`src/sv/hmmd_pkg.sv`:
```
// ----------------------------------------------------------------------------
// HMMD colour quantiser package
// Shared widths, constants and the divider payload type.
// ----------------------------------------------------------------------------
package hmmd_pkg;

	localparam int CHAN_W    = 8;
	localparam int X_W       = 11;              // k*diff - f lies in 0..6*255
	localparam int NUM_W     = 17;              // 85*x + diff stays below 2**17
	localparam int DEN_W     = CHAN_W + 1;      // 2*diff
	localparam int QUO_W     = 8;
	localparam int DIV_CELLS = QUO_W;           // one quotient bit per cell
	localparam int DIV_SHIFT = QUO_W - 1;
	localparam int BIN_W     = 6;

	localparam int HUE_SCALE = 85;

	localparam int K_RED_MIN   = 3;
	localparam int K_GREEN_MIN = 5;
	localparam int K_BLUE_MIN  = 1;

	localparam int BAND_SCALE   = 5;
	localparam int HUE_MID_DIVS = 6;
	localparam int SUM_MID_STEP = 6;

	localparam int BIN_BASE_LOW  = 8;
	localparam int BIN_BASE_MID  = 24;
	localparam int BIN_BASE_HIGH = 48;

	localparam logic [2:0] BAND_NEUTRAL = 3'd0;
	localparam logic [2:0] BAND_LOW     = 3'd1;
	localparam logic [2:0] BAND_MID     = 3'd2;
	localparam logic [2:0] BAND_HIGH    = 3'd3;
	localparam logic [2:0] BAND_MAX     = 3'd4;

	typedef struct packed {
		logic [NUM_W-1:0]  rem;
		logic [DEN_W-1:0]  den;
		logic [QUO_W-1:0]  quo;
		logic [CHAN_W-1:0] sum;
		logic [CHAN_W-1:0] diff;
	} hmmd_div_t;

endpackage

```
`src/sv/hmmd_front.sv`:
```
// ----------------------------------------------------------------------------
// HMMD front end
// Finds max, min, diff and sum, forms the hue numerator and divisor.
// ----------------------------------------------------------------------------
module hmmd_front import hmmd_pkg::*; (
	input  logic              clk,
	input  logic              arst_n,
	input  logic              up_valid,
	output logic              up_ready,
	input  logic [CHAN_W-1:0] red,
	input  logic [CHAN_W-1:0] green,
	input  logic [CHAN_W-1:0] blue,
	output logic              dn_valid,
	input  logic              dn_ready,
	output hmmd_div_t         dn_data
);

	logic [CHAN_W-1:0]      mx;
	logic [CHAN_W-1:0]      mn;
	logic [CHAN_W-1:0]      diff;
	logic [CHAN_W:0]        sum_full;
	logic [2:0]             k;
	logic signed [CHAN_W:0] f;
	logic [X_W-1:0]         kd;
	logic signed [X_W:0]    x_full;
	logic [X_W-1:0]         x;
	logic [NUM_W:0]         num_full;

	logic                   v_s1;
	logic [CHAN_W-1:0]      diff_s1;
	logic [CHAN_W-1:0]      sum_s1;
	logic [X_W-1:0]         x_s1;
	logic                   v_s2;
	hmmd_div_t              data_s2;

	logic                   en_s1;
	logic                   en_s2;

	assign en_s2    = !v_s2 || dn_ready;
	assign en_s1    = !v_s1 || en_s2;
	assign up_ready = en_s1;

	always_comb begin
		mx = red;
		mn = red;
		if (green > mx) mx = green;
		if (blue > mx) mx = blue;
		if (green < mn) mn = green;
		if (blue < mn) mn = blue;
		diff     = mx - mn;
		sum_full = ({1'b0, mx} + {1'b0, mn} + 9'd1) >> 1;
		// The first channel equal to the minimum picks the hue sector.
		if (red == mn) begin
			k = 3'(K_RED_MIN);
			f = $signed({1'b0, green}) - $signed({1'b0, blue});
		end else if (green == mn) begin
			k = 3'(K_GREEN_MIN);
			f = $signed({1'b0, blue}) - $signed({1'b0, red});
		end else begin
			k = 3'(K_BLUE_MIN);
			f = $signed({1'b0, red}) - $signed({1'b0, green});
		end
		kd     = X_W'(diff) * X_W'(k);
		x_full = $signed({1'b0, kd}) - $signed({{(X_W-CHAN_W){f[CHAN_W]}}, f});
		x      = x_full[X_W] ? '0 : x_full[X_W-1:0];
	end

	assign num_full = (NUM_W+1)'(x_s1) * (NUM_W+1)'(HUE_SCALE) + (NUM_W+1)'(diff_s1);

	always_ff @(posedge clk or negedge arst_n) begin
		if (!arst_n) begin
			v_s1 <= 1'b0;
			v_s2 <= 1'b0;
		end else begin
			if (en_s1) v_s1 <= up_valid;
			if (en_s2) v_s2 <= v_s1;
		end
	end

	always_ff @(posedge clk) begin
		if (en_s1 && up_valid) begin
			diff_s1 <= diff;
			sum_s1  <= sum_full[CHAN_W-1:0];
			x_s1    <= x;
		end
		if (en_s2 && v_s1) begin
			data_s2.rem  <= num_full[NUM_W-1:0];
			data_s2.den  <= {diff_s1, 1'b0};
			data_s2.quo  <= '0;
			data_s2.sum  <= sum_s1;
			data_s2.diff <= diff_s1;
		end
	end

	assign dn_valid = v_s2;
	assign dn_data  = data_s2;

endmodule

```
`src/sv/hmmd_div_cell.sv`:
```
// ----------------------------------------------------------------------------
// HMMD divider cell
// One restoring division step: settles one quotient bit per cell.
// ----------------------------------------------------------------------------
module hmmd_div_cell import hmmd_pkg::*; (
	input  logic      clk,
	input  logic      arst_n,
	input  logic      up_valid,
	output logic      up_ready,
	input  hmmd_div_t up_data,
	output logic      dn_valid,
	input  logic      dn_ready,
	output hmmd_div_t dn_data
);

	logic             v_q;
	hmmd_div_t        data_q;
	logic [NUM_W-1:0] sub;
	logic [NUM_W-1:0] rem_next;
	logic             ge;
	logic             en;

	assign en       = !v_q || dn_ready;
	assign up_ready = en;

	// The partial remainder stays below 256 times the divisor, so comparing it
	// with 128 times the divisor decides the next quotient bit.
	always_comb begin
		sub      = NUM_W'({up_data.den, {DIV_SHIFT{1'b0}}});
		ge       = up_data.rem >= sub;
		rem_next = ge ? up_data.rem - sub : up_data.rem;
	end

	always_ff @(posedge clk or negedge arst_n) begin
		if (!arst_n) begin
			v_q <= 1'b0;
		end else if (en) begin
			v_q <= up_valid;
		end
	end

	always_ff @(posedge clk) begin
		if (en && up_valid) begin
			data_q.rem  <= {rem_next[NUM_W-2:0], 1'b0};
			data_q.den  <= up_data.den;
			data_q.quo  <= {up_data.quo[QUO_W-2:0], ge};
			data_q.sum  <= up_data.sum;
			data_q.diff <= up_data.diff;
		end
	end

	assign dn_valid = v_q;
	assign dn_data  = data_q;

endmodule

```
`src/sv/hmmd_bin.sv`:
```
// ----------------------------------------------------------------------------
// HMMD bin mapper
// Picks the diff band, forms the 64-bin index and holds the result register.
// ----------------------------------------------------------------------------
module hmmd_bin import hmmd_pkg::*; (
	input  logic              clk,
	input  logic              arst_n,
	input  logic              up_valid,
	output logic              up_ready,
	input  hmmd_div_t         up_data,
	output logic              out_valid,
	input  logic              out_ready,
	output logic [CHAN_W-1:0] hue_level,
	output logic [CHAN_W-1:0] sum_level,
	output logic [CHAN_W-1:0] diff_level,
	output logic [BIN_W-1:0]  bin_index
);

	logic [CHAN_W-1:0] hue;
	logic [10:0]       band_full;
	logic [2:0]        band;
	logic [10:0]       hue_mid_full;
	logic [2:0]        hue_mid;
	logic [1:0]        sum_hi;
	logic [1:0]        hue_hi;
	logic [BIN_W-1:0]  bin;

	logic              v_q;
	logic [CHAN_W-1:0] hue_q;
	logic [CHAN_W-1:0] sum_q;
	logic [CHAN_W-1:0] diff_q;
	logic [BIN_W-1:0]  bin_q;
	logic              en;

	assign en       = !v_q || out_ready;
	assign up_ready = en;

	always_comb begin
		// A grey pixel has a zero divisor; its hue is defined as zero.
		hue          = (up_data.diff == '0) ? '0 : up_data.quo;
		band_full    = 11'(up_data.diff) * 11'(BAND_SCALE);
		band         = band_full[10:8];
		hue_mid_full = 11'(hue) * 11'(HUE_MID_DIVS);
		hue_mid      = hue_mid_full[10:8];
		sum_hi       = up_data.sum[7:6];
		hue_hi       = hue[7:6];
		case (band) inside
			BAND_NEUTRAL: bin = BIN_W'(up_data.sum[7:5]);
			BAND_LOW:     bin = BIN_W'(BIN_BASE_LOW) + {2'b0, sum_hi, 2'b0}
			                    + BIN_W'(hue_hi);
			BAND_MID:     bin = BIN_W'(BIN_BASE_MID)
			                    + BIN_W'(sum_hi) * BIN_W'(SUM_MID_STEP)
			                    + BIN_W'(hue_mid);
			[BAND_HIGH:BAND_MAX]:
			              bin = BIN_W'(BIN_BASE_HIGH) + {2'b0, sum_hi, 2'b0}
			                    + BIN_W'(hue_hi);
			default:      bin = '0;
		endcase
	end

	always_ff @(posedge clk or negedge arst_n) begin
		if (!arst_n) begin
			v_q <= 1'b0;
		end else if (en) begin
			v_q <= up_valid;
		end
	end

	always_ff @(posedge clk) begin
		if (en && up_valid) begin
			hue_q  <= hue;
			sum_q  <= up_data.sum;
			diff_q <= up_data.diff;
			bin_q  <= bin;
		end
	end

	assign out_valid  = v_q;
	assign hue_level  = hue_q;
	assign sum_level  = sum_q;
	assign diff_level = diff_q;
	assign bin_index  = bin_q;

endmodule

```
`src/sv/hmmd_color_quantizer.sv`:
```
// ----------------------------------------------------------------------------
// HMMD colour quantiser
// RGB pixel to HMMD hue, sum, diff and a 64-bin quantised index.
// ----------------------------------------------------------------------------
// The block takes one pixel per clock while the output side does not stall
// and returns exactly one result per pixel, in order. The hue division runs
// down a row of eight identical cells, one quotient bit per cell, between
// two front-end stages and the result register; every stage holds its own
// valid bit, so bubbles close up and new pixels are taken while a finished
// result waits on out_ready.
module hmmd_color_quantizer import hmmd_pkg::*; (
	input  logic              clk,
	input  logic              arst_n,
	input  logic              in_valid,
	output logic              in_ready,
	input  logic [CHAN_W-1:0] red,
	input  logic [CHAN_W-1:0] green,
	input  logic [CHAN_W-1:0] blue,
	output logic              out_valid,
	input  logic              out_ready,
	output logic [CHAN_W-1:0] hue_level,
	output logic [CHAN_W-1:0] sum_level,
	output logic [CHAN_W-1:0] diff_level,
	output logic [BIN_W-1:0]  bin_index
);

	logic      chain_valid [DIV_CELLS+1];
	logic      chain_ready [DIV_CELLS+1];
	hmmd_div_t chain_data  [DIV_CELLS+1];

	hmmd_front u_front (
		.clk      (clk),
		.arst_n   (arst_n),
		.up_valid (in_valid),
		.up_ready (in_ready),
		.red      (red),
		.green    (green),
		.blue     (blue),
		.dn_valid (chain_valid[0]),
		.dn_ready (chain_ready[0]),
		.dn_data  (chain_data[0])
	);

	for (genvar i = 0; i < DIV_CELLS; i++) begin : g_cell
		hmmd_div_cell u_cell (
			.clk      (clk),
			.arst_n   (arst_n),
			.up_valid (chain_valid[i]),
			.up_ready (chain_ready[i]),
			.up_data  (chain_data[i]),
			.dn_valid (chain_valid[i+1]),
			.dn_ready (chain_ready[i+1]),
			.dn_data  (chain_data[i+1])
		);
	end

	hmmd_bin u_bin (
		.clk        (clk),
		.arst_n     (arst_n),
		.up_valid   (chain_valid[DIV_CELLS]),
		.up_ready   (chain_ready[DIV_CELLS]),
		.up_data    (chain_data[DIV_CELLS]),
		.out_valid  (out_valid),
		.out_ready  (out_ready),
		.hue_level  (hue_level),
		.sum_level  (sum_level),
		.diff_level (diff_level),
		.bin_index  (bin_index)
	);

endmodule

```
`config.mk`:
```
export PLATFORM = sky130hd
export DESIGN_NAME = hmmd_color_quantizer
export DESIGN_NICKNAME = d
export VERILOG_FILES = /design/src/sv/hmmd_pkg.sv /design/src/sv/hmmd_front.sv /design/src/sv/hmmd_div_cell.sv /design/src/sv/hmmd_bin.sv /design/src/sv/hmmd_color_quantizer.sv
export SDC_FILE = /design/constraint.sdc
export NUM_CORES = 1
export LEC_CHECK = 0
export ABC_AREA = 1
export BUFFER_PORTS_ARGS = -buffer_cell sky130_fd_sc_hd__buf_2
export CAP_MARGIN = 20
export CORE_UTILIZATION = 48
export CTS_CLUSTER_DIAMETER = 200
export DETAILED_ROUTE_END_ITERATION = 7
export PLACE_DENSITY_LB_ADDON = 0.15
export SLEW_MARGIN = 20
export SYNTH_ARGS = -nofsm -noshare
export SYNTH_HDL_FRONTEND = slang
export SYNTH_SLANG_ARGS = --single-unit
```
`constraint.sdc`:
```
create_clock -name clk -period 5.4 [get_ports clk]
set_input_delay 0.81 -clock clk [delete_from_list [all_inputs] [get_ports clk]]
set_output_delay 0.81 -clock clk [all_outputs]
set_load 0.03 [all_outputs]
```
* After elaboration in Yosys (flattened, before gate mapping)
Cells that the tools add are included.
** Operators by class
- Add/sub/neg operators :: 21
- $mul :: 5
- Magnitude comparators :: 14
- Equal/unequal tests :: 4
- Multiplexer cells :: 20
- Reductions and logical operators :: 36
** Operators by type and width (count)
- $ge 17x16->1 :: 8
- $mux 16 :: 7
- $sub 16x16->16 :: 7
- $mux 8 :: 5
- $sub 8x8->9 :: 3
- $mux 6 :: 3
- $mux 9 :: 2
- $add 17x8->17 :: 1
- $mul 11x7->17 const B :: 1
- $eq 8x8->1 :: 2
- $gt 8x8->1 :: 2
- $lt 8x8->1 :: 2
- $add 5x5->6 const A :: 2
- $add 6x2->6 :: 2
- $logic_and 1x1->1 :: 12
- $sub 12x9->12 :: 1
- $logic_not 1->1 :: 11
- $logic_or 1x1->1 :: 11
- $mul 8x3->11 :: 1
- $mul 8x3->11 const B :: 1
- $mul 8x2->10 const B :: 1
- $add 8x8->9 :: 1
- $add 9x1->9 const B :: 1
- $mux 3 :: 3
- other kinds (10) :: 10
** Word-level totals
- Flip-flop bits (word level) :: 377
- Input bits :: 28
- Output and inout bits :: 32
- Logic and storage cells :: 159

* Longest topological paths before layout
- Word-level depth :: 13
- Gate-level depth with buffers :: 55
- Gate-level depth less buffers :: 51

* Modules after synthesis
From an unflattened synthesis, not the netlist that was laid out.
** Unflattened totals
- Cells, all modules :: 2599
- Area, all modules :: 27666.5 µm²
** Modules (own cells, without submodules)
- hmmd_div_cell at g_cell[0].u_cell ... :: instances 7, cells each 189, area an instance 2302.2 µm², seq. area each 1496.4 µm²
- hmmd_front :: instances 1, cells each 896, area an instance 7368.3 µm², seq. area each 1851.8 µm²
- hmmd_div_cell at g_cell[5].u_cell :: instances 1, cells each 193, area an instance 2292.2 µm², seq. area each 1496.4 µm²
- hmmd_bin :: instances 1, cells each 187, area an instance 1890.6 µm², seq. area each 925.9 µm²

* Worst setup path before layout
Ideal clock, no wire load.
- Path kind :: input to register
- From :: in green[3]
- To :: reg u_front.x_s1[9] (data pin)
- Library setup time :: 256 ps
- Arrival :: 7959 ps
- Data required time :: 5144 ps
- Slack :: -2815 ps
- Stages on the path :: 49
- Path buffers :: 4
- Path through :: inv_1 > ha_1 > nand2_1 > inv_1 > nand2_1 > nand2_1 > nand2_1 > nand3_4 > nand2_4 > clkbuf_1 > nand2_1 > o21ai_0 > inv_1 > ha_1 > a21oi_1 > nor2_1 > a211oi_1 > clkbuf_1 > [13 not listed] > a21oi_1 > nand2_1 > a21oi_1 > inv_1 > a21oi_1 > xor2_1 > inv_1 > ha_1 > inv_1 > o31ai_1 > nand2_1 > nand2_1 > a21oi_1 > inv_1 > nand2_1 > nand2_2 > buf_6 > nor2_2
** Between the ends
- Elaborated cells on any way between the ends :: 19
- Those cells by class :: add/sub (4); mul (1); order compare (4); eq/ne (2); mux (8)
** RTL lines
- start, declared :: line hmmd_color_quantizer.sv:17 : input logic [CHAN_W-1:0] green,
- $gt 8x8->1 / $lt 8x8->1 (equally long branches) :: line hmmd_front.sv:46, hmmd_front.sv:48
- $mux 8 (on tied branches) :: line hmmd_front.sv:46, hmmd_front.sv:48
- $gt 8x8->1 / $lt 8x8->1 (equally long branches) :: line hmmd_front.sv:47, hmmd_front.sv:49
- $mux 8 (on tied branches) :: line hmmd_front.sv:47, hmmd_front.sv:49
- $sub 8x8->8 * :: line hmmd_front.sv:50 : diff = mx - mn;
- via u_front.diff[5] :: line hmmd_front.sv:20 : logic [CHAN_W-1:0] diff;
- $mul 8x3->11 * :: line hmmd_front.sv:63 : kd = X_W'(diff) * X_W'(k);
- $sub 12x9->12 * :: line hmmd_front.sv:64 : x_full = $signed({1'b0, kd}) - $signed({{(X_W-CHAN_W){f[CHAN_W]}}, f});
- end signal, assigned :: line hmmd_front.sv:84 : x_s1 <= x;
- end, declared :: line hmmd_front.sv:32 : logic [X_W-1:0] x_s1;
Mark *: on every way through the listed nets, which the timed path passes. The rest lies on a longest branch.
A chain may end at the register's enable or synchronous reset.

* Worst setup path after layout
- From :: in green[5]
- To :: reg u_front.x_s1[8] (data pin)
Same word-level chain as after synthesis.

==> flow_metrics.tcl <==
set metrics [dict create \
    finalCriticalPeriod_ns 7.18 \
    async_flop_share 0.0309 \
    worstMarginPinSlew_ns 0.957 \
    cts_root_buf "clkbuf_16" \
    drc 0 \
    pin_count 60 \
    track_usage 0.202 \
    dr.pass1.iters 5 \
    clk_pin_slew_ns 0.06 \
    hold_violations 0 \
    finalClockSkew_ns 0.0274 \
    avgSynthCellArea_sq_um 10.9 \
    synth_nets 2117 \
    rsz0062_at_grt "yes" \
    rows 74 \
    antenna_found_initial 0 \
    synthTopCellsByArea "edfxtp_1 52%, ha_1 13%, inv_1 6.2%, nand2_1 4.2%, fa_1 4.0%" \
    syn_to_final_growth_pct 23.3 \
    synth_warnings 0 \
    cpPeakStageDelay_ns 0.56 \
    max_freq_ghz 0.139 \
    cts_tree "built" \
    synth_area_sq_um 19900 \
    coreArea_sq_um 40900 \
    cts.sinks 356 \
    worst_setup_path_end_kind "flip-flop" \
    die_w_um 206 \
    cts_made_buffers 37 \
    insertion_delay_ns 0.52 \
    synth_seq_cells 356 \
    slew_viol_final 0 \
    hold_path.class "in2async" \
    yosysTopAreaCellShare 0.519 \
    drv_cap 0 \
    grt_pass1_vias 13800 \
    synth_cell_types 46 \
    hpwl_um 33000 \
    violations "setup timing" \
    required_ns 5.66 \
    cp_slowest_cell "fa_1" \
    yosysSeqAreaShare 0.533 \
    cp_top_family "adder cells" \
    die_height_um 206 \
    postCtsHoldBufs 0 \
    place.gp.congestion 0.902 \
    setup_viol 11 \
    overflow 0 \
    grt_pass1_wl_um 66900 \
    start_util 0.487 \
    cp.arrival_ns 7.44 \
    route.vias.total 13500 \
    initialDrtViolationCount 577 \
    synth_flop_cell "edfxtp_1" \
    synth_cells 1838 \
    htreeDepth 2 \
    pre_cts_ws_ns -2.33 \
    final_net_count 2428 \
    setup.worst_path.class "in2reg" \
    cts_max_path_buffers 3 \
    grt_start_max_net_pins 34 \
    netlist.top_cell.by_area "edfxtp_1" \
    ant_nets 0 \
    layout_setup_ws_ns -1.78 \
    wl_per_cell_um 15.3 \
    fin_crit_sh 1.33 \
    antenna_cells 0 \
    crit_path_max_fanout 8 \
    drive_above_1_share 0.226 \
    nFillCells 3374 \
    synth-edff-count 345 \
    status "complete, but fails checks" \
    wirelength_um 41300 \
    routed_via_density 4.98 \
    max_slew_margin 0.361 \
    dieArea_sq_um 42400 \
    portBuffers 59 \
    crit_buf_inv 14 \
    start_kind "input port" \
]
-- cell families after synthesis --
logic type	synth area share
buffers and inverters	0.0671
DFF	0.533
adders and majority gates	0.172
and+or+nand+nor	0.108
muxes	0.00169
AOI/OAI and AO/OA	0.0745
xor gates and xnor gates	0.0435
-- worst reg2reg max path: stages, from the launching register on --
cell	delay [ns]
edfxtp_1	0.45
ha_1	0.37
inv_1	0.07
fa_1	0.48
fa_1	0.54
inv_1	0.05
fa_1	0.47
ha_1	0.34
inv_1	0.05
o21bai_1	0.22
a21o_1	0.15
a21oi_1	0.08
o21ai_0	0.26
nand3_1	0.11
nand2_1	0.11
a21oi_1	0.07
nor2_1	0.08
nor2_1	0.05
xor2_1	0.14
-- final timing paths --
| kind | startpoint | to | slack (ns) | depth (start not counted) |
|---|---|---|---|---|
| worst min register to register | g_cell[1].u_cell.dn_data[8] | g_cell[2].u_cell.dn_data[8] | 0.41 | 0 |
| worst max register to register | u_front.x_s1[1] | u_front.dn_data[49] | 1.04 | 18 |
| worst min-delay path | arst_n | g_cell[7].u_cell.dn_valid | 0.15 | 1 |
| worst max-delay path | green[5] | u_front.x_s1[8] | -1.78 | 48 |
| max in group asynchronous | arst_n | g_cell[0].u_cell.dn_valid | 5.01 | 1 |
| min in group clk | g_cell[1].u_cell.dn_data[8] | g_cell[2].u_cell.dn_data[8] | 0.41 | 0 |
-- Yosys cell counts, types with 12 or more instances --
cell type	n
nor2_2	14
nor3_1	12
fa_1	40
xnor2_1	22
o21bai_1	14
a21oi_1	150
ha_1	211
nand2_1	222
nand3_1	52
edfxtp_1	345
nor2_1	179
clkbuf_1	14
o21ai_0	65
inv_1	328
xor2_1	77
-- registers in the layout, indices dropped and copies added (netlist names) --
register	flops
u_front.dn_valid	1
u_front.dn_data	33
u_bin.out_valid	1
u_bin.sum_level	8
g_cell.u_cell.dn_valid	8
u_bin.hue_level	8
u_front.x_s1	11
u_front.diff_s1	8
u_bin.bin_index	6
u_bin.diff_level	8
u_front.sum_s1	8
g_cell.u_cell.dn_data	255
u_front.v_s1	1
-- repair_timing --
action	in CTS	in global routing
endpoints found under the setup margin	11	11
buffers inserted	21	7
pin swaps	15	57
gates resized for setup	58	61
gates cloned	2	1
-- metrics by stage --
step | area, sq um | utilization | setup TNS [ns] | hold WS, ns | cells
floorplan | 20300 | - | -21.36 | 0.400 | 1838
global placement | 22700 | 0.555 | -24.11 | 0.401 | 2614
detailed placement | 22700 | 0.555 | -25.53 | 0.405 | 2614
CTS | 24300 | 0.594 | -18.47 | 0.147 | 2701
global route | 24600 | 0.601 | -23.68 | 0.165 | 2707
finish | 24600 | 0.601 | -19.43 | 0.155 | 2707
-- placed cells by master, fill, tap and decap left out, drive strengths merged, types with 4 or more instances in the layout --
master,synthesis,layout
edfxtp,345,345
nor3,12,12
clkinv,0,9
xnor2,22,22
inv,331,330
fa,40,40
clkbuf,14,50
nand3,54,55
xor2,77,77
a21oi,150,150
a21o,6,6
buf,5,289
nor4,9,9
a211oi,5,5
dfrtp,11,11
ha,211,211
nand2,229,230
bufinv,0,4
nand4,7,7
o21bai,14,14
nor2,193,193
o31ai,6,6
o21ai,68,68
-- routing by layer --
layer / up-vias / global-route usage / wire length, um
met1: 6364 / 0.219 / 16300
met5: - / 0 / 0
met4: 0 / 0.0780 / 1360
met3: 79 / 0.0246 / 1020
li1: 6839 / - / -
met2: 200 / 0.396 / 22600
-- layout make-up --
cell class | count | area, sq um | area share
inverter | 331 | 1250 | 0.0509
tap | 532 | 666 | 0.0271
sequential | 356 | 10600 | 0.432
clock inverter | 15 | 191 | 0.00778
timing repair buffer | 289 | 2120 | 0.0863
clock buffer | 50 | 1020 | 0.0413
multi-input combinational | 1134 | 8710 | 0.354
Power is not shown: default switching activity piles up to over one toggle a cycle in this logic, so the estimate is an artifact.
